File: src/hw/rtl/lrd_fifo.sv
`default_nettype none
// ----------------------------------------------------------------------------
// lrd_fifo
// Small register queue with push/full and pop/empty sides.
// ----------------------------------------------------------------------------
module lrd_fifo #(
  parameter int unsigned W     = 8,
  parameter int unsigned DEPTH = 4
) (
  input  wire logic         clk,
  input  wire logic         rst,
  input  wire logic         push,
  input  wire logic [W-1:0] wdata,
  output logic              full,
  input  wire logic         pop,
  output logic [W-1:0]      rdata,
  output logic              empty
);
  localparam int unsigned IW = (DEPTH > 1) ? $clog2(DEPTH) : 1;

  logic [W-1:0] mem [DEPTH];
  logic [IW-1:0] rd_ptr;
  logic [IW-1:0] wr_ptr;
  logic [IW:0] cnt;
  logic do_push;
  logic do_pop;

  assign full    = (cnt == (IW+1)'(DEPTH));
  assign empty   = (cnt == '0);
  assign do_push = push && !full;
  assign do_pop  = pop && !empty;
  assign rdata   = mem[rd_ptr];

  always_ff @(posedge clk) begin
    if (rst) begin
      rd_ptr <= '0;
      wr_ptr <= '0;
      cnt    <= '0;
    end else begin
      if (do_push) begin
        wr_ptr <= (wr_ptr == IW'(DEPTH-1)) ? '0 : wr_ptr + 1'b1;
      end
      if (do_pop) begin
        rd_ptr <= (rd_ptr == IW'(DEPTH-1)) ? '0 : rd_ptr + 1'b1;
      end
      if (do_push && !do_pop) begin
        cnt <= cnt + 1'b1;
      end else if (do_pop && !do_push) begin
        cnt <= cnt - 1'b1;
      end
    end
  end

  always_ff @(posedge clk) begin
    if (do_push) begin
      mem[wr_ptr] <= wdata;
    end
  end

endmodule
`default_nettype wire

File: config.mk
export PLATFORM = sky130hd
export DESIGN_NAME = lrd_fifo
export DESIGN_NICKNAME = d
export VERILOG_FILES = /design/src/hw/rtl/lrd_fifo.sv
export SDC_FILE = /design/constraint.sdc
export NUM_CORES = 1
export LEC_CHECK = 0
export ABC_CLOCK_PERIOD_IN_PS = 3700
export BUFFER_PORTS_ARGS = -buffer_cell sky130_fd_sc_hd__buf_2
export CORE_MARGIN = 4
export CORE_UTILIZATION = 50
export DETAILED_ROUTE_END_ITERATION = 16
export PLACE_DENSITY = 0.77
export SLEW_MARGIN = 30
export SYNTH_ARGS = -nofsm -noshare
export SYNTH_HDL_FRONTEND = slang
export SYNTH_SLANG_ARGS = --single-unit
File: constraint.sdc
create_clock -name clk -period 3.7 [get_ports clk]
set_clock_uncertainty 0.1 [all_clocks]
set_input_delay 0.74 -clock clk [delete_from_list [all_inputs] [get_ports clk]]
set_output_delay 0.74 -clock clk [all_outputs]
set_load 0.005 [all_outputs]
== After elaboration in Yosys (flattened, before gate mapping) ==
Memories as Yosys holds them, arrays and structs flattened. A register that Yosys moved wholly into a read port is not among the register bits.
Cells that the tools add are included.
Word-level totals
  bits in writable memories: 32
  memories kept: 1
  output and inout port bits: 10
  register bits after elaboration: 7
  word-level logic and storage cells: 29
Memory list
  mem: words 4, width 8, rd ports 1, clocked after memory_dff 1, wr ports 1, line 21  | logic [W-1:0] mem [DEPTH];
Operators by class
  equality and inequality tests: 3
  reduce and logical (&&, ||, !) cells: 10
  $add $sub $neg: 4
  mux-type cells: 8
Operators by type and width (count)
  $mux W2: 4
  $mux W3: 2
  $add A2 B1 Y2 const B: 2
  $eq A2 B2 Y1 const B: 2
  $logic_and A1 B1 Y1: 4
  $logic_not A1 Y1: 4
  $add A3 B1 Y3 const B: 1
  $eq A3 B3 Y1 const B: 1
  $logic_not A3 Y1: 1
  $sub A3 B1 Y3 const B: 1
  $mux W1: 2
  $reduce_bool A2 Y1: 1

== Depth between registers and ports, before layout ==
  depth after elaboration: 7
  mapped depth: 10
  mapped depth without buffers: 9

== Least setup slack after synthesis ==
No wires, ideal clock.
  kind: input to register
  start: in push
  end: reg cnt[2]
  path slack: 1.357 ns
  cell stages on the path: 8
  setup time: 0.070 ns
  data arrival time: 2.173 ns
  path through: inv_1 nor2_2 ha_1 inv_1 fa_1 xor2_1 or3_2 a21oi_1
Between the ends
  word-level cells in the longest chain between the ends: 4
  elaborated cells on any way between the ends: 6
  classes of those cells: mux: 1; reduce/logical: 5
Ends and longest elaborated chain
  start, declared: line 12  | input wire logic push,
  $logic_and A1 B1 Y1 *: line 30  | assign do_push = push && !full;
  via do_push: line 25  | logic do_push;
  $logic_not A1 Y1: line 48  | end else if (do_pop && !do_push) begin
  $logic_and A1 B1 Y1: line 48
  $reduce_bool A2 Y1 (no source line)
  end signal, assigned: line 47  | cnt <= cnt + 1'b1;
  end signal, assigned: line 49  | cnt <= cnt - 1'b1;
  end, declared: line 24  | logic [IW:0] cnt;
The timed path passes the listed nets; every way through them passes the cells marked *.
A chain may end at the register's enable or synchronous reset.

==> results.cfg <==
[floorplan]
core_area_um2 = 3100
io_pins = 22
die_w_um = 65.4
rows = 20
die_y_um = 65.4
start_util_pct = 53.0
dieArea_um2 = 4270

[yosys]
synth_area_leaders = edfxtp_1, dfxtp_1, mux4_2
synth.most_common_cell = edfxtp_1
synth_area_um2 = 1650
synth_top_area_cell = edfxtp_1
synth_ff_type = edfxtp_1
synth_seq_area_share_pct = 69.4
ys_types = 26
yosysTopAreaCellShare_pct = 58.4
synth_cells = 92
yosys_warnings = 0
synth_enable_flop_cells = 32
synth_nets = 111
synth_seq_cells = 41
synth_common_cells = edfxtp_1, dfxtp_1, mux4_2, ha_1
avgSynthCellArea_um2 = 17.9
synthArstFlopShare_pct = 0

[layout]
fin_nets = 135
n_antenna_cell = 0
syn_to_final_growth_pct = 11.4
final_area_um2 = 1830
drive_gt1_share_pct = 38.5
final_cell_count_no_fill = 161

[cts]
cts.hold.buffers_added = 0
root_buffer = clkbuf_4
ctsResizeCount = 0
h-tree-depth = 2
clk_path_buf_depth = 2
path_clk_slew_ns = 0.12
cts_setup_buffers = 0
clk_latency_ns = 0.34
cts-buffers-inserted = 5
cts_tree = done
clkSinkCount = 41

[placed_design]
gp_congestion = 0.624
dp.final_hpwl_mm = 1.79
port_buffers = 21
dp.cells = 153
dpl_cell_area_um2 = 1780
place_ws_ns = 1.08

[status]
status = complete, no violations

[route]
avgRoutedWirePerCell_um = 15.6
drt-total-wl_mm = 2.51
drt_iter0_drc = 15
dr_total_vias = 843
first_pass_iters = 4
antenna_left = 0
drc = 0
vias_per_cell = 5.24

[timing]
worst_slew_pin_slew_ns = 0.538
fmax_ghz = 0.389
setup_tns_ns = 0
grt_setup_unrepaired = false
finalSetupViolations = 0
timing.final.crit_share_pct = 69.5
fin_crit_ns = 2.57
relSlewSlack_pct = 64.1
maxSlewViolCount = 0
finalWorstSetupSlack_ns = 1.13
hold_violations = 0

[grt]
grt_max_degree = 13
grt_first_pass_wirelength_mm = 4.17
grt.total_usage_pct = 13.5
antenna_found_initial = 0
grt_pass1_vias = 901
overflow = 0

[worst_setup_path]
critPathKind = flop to primary output
arrival_ns = 1.73
critPathLaunchType = flop
required_ns = 2.86
end_kind = primary output
cp_max_fo = 8

[power_and_ir_drop]
ir_worst_vdd_mv = 0.324
powerDensity_nw_per_um2 = 597
p_leak_uw = 0.000678

[hold_path]
hold_path.class = flop to flop

[flow_run]
max_cap_violations = 0
## registers in the layout (all words and copies together) (netlist names), named ones only
| register | cells |
|---|---|
| cnt | 3 |
| mem | 32 |
| rd_ptr | 2 |
| wr_ptr | 2 |
## metrics by stage
step / utilization [%] / power, uW / hold slack, ns
5_1_grt: 59.1 / 1170 / 0.428
6_report: 59.1 / 1090 / 0.405
2_1_floorplan: - / 812 / 0.363
3_5_place_dp: 57.4 / 902 / 0.392
3_3_place_gp: 57.4 / 888 / 0.375
4_1_cts: 59.1 / 1110 / 0.409
## layout make-up
cell class / instances / area, um^2
fill: 268 / 1270
sequential: 41 / 1140
multi-input combinational: 42 / 457
timing repair buffer: 21 / 105
tap: 44 / 55.1
clock buffer: 6 / 41.3
inverter: 5 / 23.8
clock inverter: 2 / 10.0
## layer usage
| layer | wire [um] | part of all wire (%) | vias up | track usage, % |
|---|---|---|---|---|
| met5 | 0 | 0 | - | 0 |
| met4 | 39 | 1.6 | 0 | 6.22 |
| met3 | 111 | 4.4 | 4 | 4.27 |
| met2 | 1350 | 54 | 18 | 23.9 |
| met1 | 1010 | 40 | 421 | 14.6 |
| li1 | - | - | 400 | - |
## final timing paths
path                           from                endpoint  slack [ns]  cells after the start
max                            flop                rdata[4]        1.13                      2
min          rd_ptr[0]$_SDFFE_PP0P_  rd_ptr[0]$_SDFFE_PP0P_        0.41                      2
max reg2reg     cnt[0]$_SDFFE_PP0P_     cnt[2]$_SDFFE_PP0P_        1.18                      9
min reg2reg  rd_ptr[0]$_SDFFE_PP0P_  rd_ptr[0]$_SDFFE_PP0P_        0.41                      2
## worst max-delay path, stage by stage, from the launching register on
cell     delay (ns)
dfxtp_1        0.68
mux4_2         0.58
buf_2          0.14
## cells by family (layout without fill, tap and decap cells)
family	after synthesis	count (layout)	synth area share, %
adders and majority gates	7	7	5.78
DFF	41	41	69.4
muxes	10	10	12.2
AOI/OAI and AO/OA	7	7	3.04
and+or+nand+nor	16	16	5.70
buffers and inverters	9	34	2.89
xor gates and xnor gates	2	2	1.06
## cells in the final DEF (no fill, tap or decap), drive strengths merged, types with 3 or more instances in the layout
master and instances:
edfxtp 32, buf 21, dfxtp 9, mux4 8, ha 6, clkbuf 6
inv 4, and3 4, nor2 4, a21oi 3, clkinv 3
## power by group
part	switching [uW]	total (uW)	internal [uW]
clock network	136	208	72.5
registers	56.4	618	561
logic	120	268	148
Power figures use the tool's default switching activity.
