File: src/hw/rtl/lrd_pkg.sv
`default_nettype none
// ----------------------------------------------------------------------------
// lrd_pkg
// Shared types and constants of the LZ/RLE byte decompressor.
// ----------------------------------------------------------------------------
package lrd_pkg;

  localparam int unsigned HIST_DEPTH_DEF = 4096;
  localparam int unsigned HIST_AW_MAX    = 16;

  typedef enum logic [1:0] {
    ST_OK         = 2'd0,
    ST_UNEXPECTED = 2'd1,
    ST_BAD_REF    = 2'd2
  } status_t;

  typedef struct packed {
    logic       req_type;
    logic [7:0] in_byte;
  } in_item_t;

  typedef struct packed {
    logic       out_valid;
    logic [7:0] out_byte;
    logic       need_byte;
    logic       done_res;
    logic [1:0] status;
  } out_item_t;

  // Work handed from the decoder to the history side.
  typedef struct packed {
    logic                   src_hist;
    logic [HIST_AW_MAX-1:0] rd_addr;
    out_item_t              res;
  } lrd_cmd_t;

endpackage
`default_nettype wire

File: src/hw/rtl/lrd_front.sv
`default_nettype none
// ----------------------------------------------------------------------------
// lrd_front
// Command decoder: parses headers, tracks runs and output count, and issues
// one work entry per accepted item.
// ----------------------------------------------------------------------------
module lrd_front #(
  parameter int unsigned HISTORY_DEPTH = lrd_pkg::HIST_DEPTH_DEF
) (
  input  wire logic              clk,
  input  wire logic              rst,
  input  wire logic              take,
  input  wire lrd_pkg::in_item_t item,
  input  wire logic [31:0]       size_limit,
  output lrd_pkg::lrd_cmd_t      cmd
);
  import lrd_pkg::*;

  localparam int unsigned AW = $clog2(HISTORY_DEPTH);

  typedef enum logic [2:0] {
    PH_CMD, PH_EXT1, PH_EXT2, PH_LIT, PH_FILL, PH_RUN
  } phase_t;

  phase_t phase, phase_next;
  logic [7:0] cmd_byte, cmd_byte_next;
  logic [7:0] ext_byte, ext_byte_next;
  logic [15:0] rem, rem_next;
  logic [11:0] cp_dist, cp_dist_next;
  logic [7:0] fill, fill_next;
  logic [31:0] produced, produced_next;
  logic [AW-1:0] wr_ptr, wr_ptr_next;

  always_comb begin
    logic done_before;
    logic run_go;
    logic [15:0] run_len;
    logic [11:0] run_dist;
    logic [7:0] e;
    logic [7:0] x2;
    logic [3:0] nib;
    logic emit;
    logic [7:0] obyte;
    logic [1:0] st;
    logic hist;
    logic [AW:0] raddr;
    logic done;
    phase_next    = phase;
    cmd_byte_next = cmd_byte;
    ext_byte_next = ext_byte;
    rem_next      = rem;
    cp_dist_next  = cp_dist;
    fill_next     = fill;
    produced_next = produced;
    wr_ptr_next   = wr_ptr;
    run_go   = 1'b0;
    run_len  = '0;
    run_dist = '0;
    e        = ext_byte;
    x2       = 8'd0;
    nib      = item.in_byte[7:4];
    emit     = 1'b0;
    obyte    = 8'd0;
    st       = ST_OK;
    hist     = 1'b0;
    raddr    = '0;
    done_before = (phase == PH_CMD) && (produced >= size_limit);

    if (done_before) begin
      st = ST_UNEXPECTED;
    end else if (!item.req_type) begin
      case (phase)
        PH_CMD: begin
          cmd_byte_next = item.in_byte;
          case (nib) inside
            4'h0, 4'h1: begin
              rem_next   = {11'd0, item.in_byte[4:0]} + 16'd1;
              phase_next = PH_LIT;
            end
            4'h2: begin
              run_go  = 1'b1;
              run_len = {12'd0, item.in_byte[3:0]} + 16'd1;
            end
            4'h3: phase_next = PH_FILL;
            [4'h4:4'h7]: begin
              run_go   = 1'b1;
              run_len  = {13'd0, item.in_byte[2:0]} + 16'd2;
              run_dist = {9'd0, item.in_byte[5:3]} + 12'd1;
            end
            4'hC, 4'hD: begin
              run_go   = 1'b1;
              run_len  = {14'd0, item.in_byte[1:0]} + 16'd2;
              run_dist = {9'd0, item.in_byte[4:2]} + 12'd1;
            end
            default: phase_next = PH_EXT1;
          endcase
        end
        PH_EXT1, PH_EXT2: begin
          if (phase == PH_EXT1) begin
            ext_byte_next = item.in_byte;
            e = item.in_byte;
          end else begin
            x2 = item.in_byte;
          end
          if (phase == PH_EXT1 && (cmd_byte[7:4] == 4'hA || cmd_byte[7:4] == 4'hB ||
                                   cmd_byte[7:4] == 4'hF)) begin
            phase_next = PH_EXT2;
          end else begin
            run_go = 1'b1;
            case (cmd_byte[7:4])
              4'h8, 4'hE: begin
                run_len  = {10'd0, e[5:0]} + 16'd3;
                run_dist = {6'd0, cmd_byte[3:0], e[7:6]} + 12'd1;
              end
              4'h9: begin
                run_len  = {14'd0, e[1:0]} + 16'd3;
                run_dist = {2'd0, cmd_byte[3:0], e[7:2]} + 12'd1;
              end
              4'hA: begin
                run_len  = {e, x2};
                run_dist = {8'd0, cmd_byte[3:0]} + 12'd1;
              end
              default: begin
                run_len  = {6'd0, e[1:0], x2} + 16'd4;
                run_dist = {2'd0, cmd_byte[3:0], e[7:2]} + 12'd1;
              end
            endcase
          end
        end
        PH_LIT: begin
          emit     = 1'b1;
          obyte    = item.in_byte;
          rem_next = rem - 16'd1;
          if (rem_next == 16'd0) begin
            phase_next = PH_CMD;
          end
        end
        PH_FILL: begin
          fill_next = item.in_byte;
          run_go    = 1'b1;
          run_len   = {12'd0, cmd_byte[3:0]} + 16'd3;
        end
        default: st = ST_UNEXPECTED;
      endcase
    end else if (phase == PH_RUN) begin
      emit = 1'b1;
      if (cmd_byte[7:4] == 4'h3) begin
        obyte = fill;
      end else if (cmd_byte[7:4] != 4'h2) begin
        if (cp_dist == 12'd0 || {20'd0, cp_dist} > produced) begin
          st = ST_BAD_REF;
        end else begin
          hist = 1'b1;
          if ({1'b0, wr_ptr} >= (AW+1)'(cp_dist)) begin
            raddr = {1'b0, wr_ptr} - (AW+1)'(cp_dist);
          end else begin
            raddr = {1'b0, wr_ptr} + (AW+1)'(HISTORY_DEPTH) - (AW+1)'(cp_dist);
          end
        end
        if (cmd_byte[7:6] == 2'b11) begin
          cp_dist_next = cp_dist + 12'd2;
        end
      end
      rem_next = rem - 16'd1;
      if (rem_next == 16'd0) begin
        phase_next = PH_CMD;
      end
    end else begin
      st = ST_UNEXPECTED;
    end

    if (run_go) begin
      rem_next     = run_len;
      cp_dist_next = run_dist;
      phase_next   = (run_len == 16'd0) ? PH_CMD : PH_RUN;
    end

    if (emit) begin
      wr_ptr_next = (wr_ptr == AW'(HISTORY_DEPTH-1)) ? '0 : wr_ptr + 1'b1;
      if (produced != 32'hFFFF_FFFF) begin
        produced_next = produced + 32'd1;
      end
    end

    done = (phase_next == PH_CMD) && (produced_next >= size_limit);
    cmd.src_hist      = hist;
    cmd.rd_addr       = HIST_AW_MAX'(raddr[AW-1:0]);
    cmd.res.out_valid = emit;
    cmd.res.out_byte  = obyte;
    cmd.res.need_byte = !done && (phase_next != PH_RUN);
    cmd.res.done_res  = done;
    cmd.res.status    = st;
  end

  always_ff @(posedge clk) begin
    if (rst) begin
      phase    <= PH_CMD;
      cmd_byte <= '0;
      ext_byte <= '0;
      rem      <= '0;
      cp_dist  <= '0;
      fill     <= '0;
      produced <= '0;
      wr_ptr   <= '0;
    end else if (take) begin
      phase    <= phase_next;
      cmd_byte <= cmd_byte_next;
      ext_byte <= ext_byte_next;
      rem      <= rem_next;
      cp_dist  <= cp_dist_next;
      fill     <= fill_next;
      produced <= produced_next;
      wr_ptr   <= wr_ptr_next;
    end
  end

endmodule
`default_nettype wire

File: config.mk
export PLATFORM = sky130hd
export DESIGN_NAME = lrd_front
export DESIGN_NICKNAME = d
export VERILOG_FILES = /design/src/hw/rtl/lrd_pkg.sv /design/src/hw/rtl/lrd_front.sv
export SDC_FILE = /design/constraint.sdc
export NUM_CORES = 1
export LEC_CHECK = 0
export BUFFER_PORTS_ARGS = -buffer_cell sky130_fd_sc_hd__buf_2
export CAP_MARGIN = 30
export CORE_MARGIN = 2
export CORE_UTILIZATION = 40
export CTS_BUF_LIST = sky130_fd_sc_hd__clkbuf_16
export CTS_CLUSTER_SIZE = 10
export DETAILED_ROUTE_END_ITERATION = 10
export PLACE_DENSITY = 0.57
export SYNTH_ARGS = -nofsm -noshare
export SYNTH_HDL_FRONTEND = slang
export SYNTH_SLANG_ARGS = --single-unit
File: constraint.sdc
create_clock -name clk -period 7.1 [get_ports clk]
set_clock_uncertainty 0.05 [all_clocks]
set_input_delay 0.355 -clock clk [delete_from_list [all_inputs] [get_ports clk]]
set_output_delay 0.355 -clock clk [all_outputs]
set_load 0.02 [all_outputs]
* Word level (Yosys, flattened, before mapping) *
Cells that the tools add are included.

word-level totals
  output and inout bits = 30
  register bits = 99

cells by class
  equality and inequality tests = 26
  reduce and logical (&&, ||, !) cells = 31
  add/sub/neg operators = 20
  order comparisons = 6
  muxes and demuxes = 95
  bitwise gates (word level) = 2

operator list
  kind                   count
  $mux 12                17
  $mux 16                8
  $mux 8                 13
  $pmux 16 s3            2
  $ge 32x32->1           2
  $mux 32                2
  $pmux 11 s2            2
  $mux 3                 13
  $add 32x1->32 const B  1
  $eq 4x4->1 const B     8
  $gt 12x32->1           1
  $logic_not 16->1       2
  $ne 32x32->1 const B   1
  $pmux 16 s2            1
  $mux 4                 7
  $add 12x1->12 const B  2
  $sub 12x12->12         2
  $mux 1                 19
  $sub 16x1->16 const B  1
  $add 12x2->12 const B  1
  $eq 12x12->1 const B   1
  $eq 4x2->1 const B     3
  $ge 12x12->1           1
  $logic_not 12->1       1
  40 further kinds       69

* Depth between registers and ports, before layout *
  depth in word-level cells = 18
  mapped depth = 20
  depth with buffers taken out = 19

* Worst setup path before layout *
OpenSTA, ideal clock, no wires.

  kind = input -> output
  start = input size_limit[27]
  end = output cmd[3] (netlist bit)
  required time = 6695 ps
  stages = 18
  path slack = 2279 ps
  arrival time = 4416 ps
  cells stage by stage = inv_1 -> ha_1 -> a21oi_1 -> a31oi_1 -> or3_1 -> o211a_1 -> nor4_1 -> nand3_1 -> xnor2_1 -> ha_1 -> nand4_1 -> a211oi_1 -> o31a_1 -> o41ai_1 -> nand4b_1 -> a221oi_1 -> a211oi_1 -> a221oi_1

RTL lines
  item                line             RTL
  start: declaration  lrd_front.sv:14  input wire logic [31:0] size_limit,
  end: declaration    lrd_front.sv:15  output lrd_pkg::lrd_cmd_t cmd

==> key figures <==
Place
  – Placer Congestion: about 0.94
  – Final HPWL DP: 24.2 mm
  – PortBufs: a little under 70

Power and ir drop
  – Int Pwr: 1.03 mW
  – Register share of total power: 37.4%
  – Clk pwr share: 31.9%
  – Net Sw Power: 0.581 mW
  – PwrDens: ~150 mW/mm^2
  – Switching part of the total: 36.1%
  – Comb pwr share: 30.7%
  – Peak supply drop: 98.5 uV
  – LEAKAGE: 4.59 nW

Cells and area
  – Share of layout cells above drive strength 1: under 10%
  – Multi-input logic area: 0.00747 sq mm
  – Antenna Cells: 0
  – Synthesis-to-layout area growth: 7.76%
  – Register area: 0.00198 sq mm
  – Final Core Density: 43.6%
  – Final nets: 1,530
  – Fillers: between 2,000 and 3,000

Clocking
  – Cts hold-fix bufs: 0
  – Root buf cell: clkbuf_16
  – Worst-Skew Late Latency: around 0.36 ns
  – Post-CTS setup buffer count: 0
  – CTS-repair resized insts: 0
  – CTS tree: built
  – Clock transition at path regs: ~0.080 ns
  – CTS Sinks: 99
  – TritonCTS buffer count: 9
  – Maximum clock path buffer count: 2
  – H-tree depth: 3

STA
  – Fin crit share: ~87%
  – Final Hold Vio Count: 0
  – RSZ-0062 raised after global routing: false
  – Max-slew headroom: 39.0%
  – Final Max Slew Viols: 0
  – Achievable clock frequency: 161 MHz
  – Final setup vio count: 0
  – Worst-Margin Slew: 0.915 ns
  – Setup_tns: 0 ns
  – Fin crit period: 6.20 ns

Logic synthesis
  – Top cells by area, synth: dfxtp_1 (20%), ha_1 (13%), nor2_1 (5.4%)
  – Number of library cell types mapped by synthesis: 85
  – Yosys top cell by area: dfxtp_1
  – Syn Area/Cell: 7.38 sq um
  – Post-synth EDFFs: 0
  – Syn Std Cell Area: 0.0101 sq mm
  – Seq/Total Area, Yosys: 19.6%
  – Synth top area share: 19.6%
  – Yosys reg bits: 99
  – Top FF cell, synth: dfxtp_1
  – Async set-reset flop share out of synthesis: 0%
  – Yosys warns: 0
  – Syn Inst Count: between 1,000 and 1,500

Drt
  – Post-route DRC: 0
  – Vias per cell: 5.94
  – Top Layer Used: met4
  – Post-DRT Antenna Nets: 0
  – DR vias: 10,200
  – WL met1: around 15 mm
  – Initial DRC Count: 827
  – Met2 WL: 14.8 mm
  – Routed wire length: approximately 32 mm
  – 1st-pass router iterations: 8
  – WL per Instance: 18.8 um
  – Met3 WL: 1.63 mm

Setup path
  – CP peak stage delay: 0.55 ns
  – Crit. End Element: output pin
  – Highest-delay cell along the critical path: dfxtp_1
  – Largest delay share family, worst path: compound AO/OA/AOI/OAI gates
  – CP max FO: 16
  – WP data required: 6.69 ns
  – Setup CP Type: flop to output pin
  – WP data arrival: 5.79 ns
  – Worst path bufs/invs: 2
  – CP startpoint kind: flop
  – Crit path cell chain: ha_1 > a21oi_1 > o21ai_0 > nor4_1 > o211ai_1 > o211ai_2 > buf_4 > nand4_1 > nor2_1 > xor2_1 > ha_1 > nand4_1 > a211oi_1 > o31a_1 > o41ai_1 > nand4b_1 > a221oi_1 > a211oi_1 > a221oi_1 > buf_2

Floorplanning
  – Die width: ~160 um
  – IO Count: 74
  – DIE HEIGHT: 163 um
  – Die ar.: 0.0265 sq mm
  – Cell row count: slightly below 60
  – CORE AREA: about 0.025 sq mm
  – Initial Util: 40.4%

Global route
  – First-pass GRT wire length: around 52 mm
  – Pin count of the biggest net entering global routing: 81
  – Initial antenna violation count: 0
  – All-Layer GR Usage: 24.6%
  – Vias in the first global route: 9,715
  – Gr ovfl total: 0

Status
  – Status: complete, no violations

Run
  – Max_cap viols: 0

Min path
  – HP Class: primary input to flop
## worst paths after layout
check | start | end | cells after the start | slack, ns
worst max-delay path | produced[13] | cmd[3] | 20 | 0.90
worst min-delay path | rst | produced[27] | 2 | 0.29
worst max register to register | phase[0] | phase[2] | 13 | 3.22
worst min register to register | fill[6] | fill[6] | 2 | 0.44
## flip-flops by register name (all words and copies together) (netlist names)
register	cells
cmd_byte	8
cp_dist	12
ext_byte	8
fill	8
phase	3
produced	32
rem	16
wr_ptr	12
## cells in the final DEF, fill, tap and decap left out, types with 5 or more instances in the layout
| cell | n |
|---|---|
| nor2_1 | 146 |
| nand2_1 | 124 |
| ha_1 | 103 |
| dfxtp_1 | 99 |
| a21oi_1 | 90 |
| inv_1 | 79 |
| buf_2 | 70 |
| o21ai_0 | 64 |
| xnor2_1 | 58 |
| nand3_1 | 53 |
| nand4_1 | 48 |
| xor2_1 | 45 |
| nor3_1 | 35 |
| mux2i_1 | 31 |
| and3_1 | 23 |
| nor2b_1 | 21 |
| nor4_1 | 19 |
| a211oi_1 | 16 |
| o211ai_1 | 14 |
| a21o_1 | 12 |
| or3_1 | 12 |
| o31ai_1 | 12 |
| o21a_1 | 10 |
| a31oi_1 | 10 |
| a221oi_1 | 10 |
| o32ai_1 | 9 |
| clkbuf_16 | 9 |
| and4_1 | 8 |
| and2_1 | 8 |
| nand2b_1 | 8 |
| buf_4 | 8 |
| nor3b_1 | 7 |
| a21boi_0 | 6 |
| o22ai_1 | 6 |
| a32oi_1 | 5 |
| or4_1 | 5 |
## power by group through the flow
stage	Sequential, mW	Clock [mW]	Combinational (mW)
after floorplan	0.598	0	0.372
after global placement	0.614	0	0.484
after detailed placement	0.615	0	0.484
after CTS	0.601	0.525	0.487
after global routing	0.606	0.548	0.546
final	0.602	0.512	0.494
## layer usage
layer  vias to the layer above  global-route usage (%)
li1                       4996                       -
met1                      4820                    33.3
met2                       328                    40.9
met3                        47                    3.06
met4                         0                    6.84
met5                         -                       0
## synth_stat cells, types with 8 or more instances
cell type	count
nor2_1	146
xnor2_1	58
nand3_1	53
or3_1	12
nand2b_1	8
ha_1	103
a221oi_1	10
mux2i_1	31
and2_1	8
nor4_1	19
nor2b_1	21
o31ai_1	12
dfxtp_1	99
inv_1	79
and3_1	23
buf_2	13
o211ai_1	14
o32ai_1	9
nand4_1	48
xor2_1	45
o21ai_0	64
clkbuf_1	54
o21a_1	10
a21o_1	12
nand2_1	124
a21oi_1	91
nor3_1	35
a31oi_1	10
a211oi_1	16
and4_1	8
## logic make-up (layout without fill, tap and decap cells)
group,count (synthesis),count (layout),share of synthesized area [%]
AO/OA/AOI/OAI,322,322,21.1
adder cells (fa/ha/maj),104,104,13.0
buffers and inverters,161,176,6.52
AND/OR/NAND/NOR,540,540,26.7
other,1,4,0.0372
flip-flops,99,99,19.6
multiplexers,38,38,4.15
XOR/XNOR,103,103,8.94
## final cells by class
type | instances | area share, %
Multi-Input combinational cell | 1111 | 68.7
Sequential cell | 99 | 18.2
Tap cell | 330 | 3.80
Timing Repair Buffer | 78 | 3.77
Inverter | 83 | 2.86
Clock buffer | 9 | 2.07
Clock inverter | 6 | 0.610
## metrics by stage
stage               hold slack [ns]  instances  setup slack (ns)  instance area [sq um]  total power, mW
global placement              0.417       1700              1.07                  10600             1.10
detailed placement            0.423       1700             0.830                  10600             1.10
global route                  0.302       1716             0.517                  10900             1.70
CTS                           0.286       1715             0.412                  10900             1.61
finish                        0.291       1716             0.901                  10900             1.61
floorplan                     0.404       1371              2.28                  10100            0.971
Power figures use the tool's default switching activity.
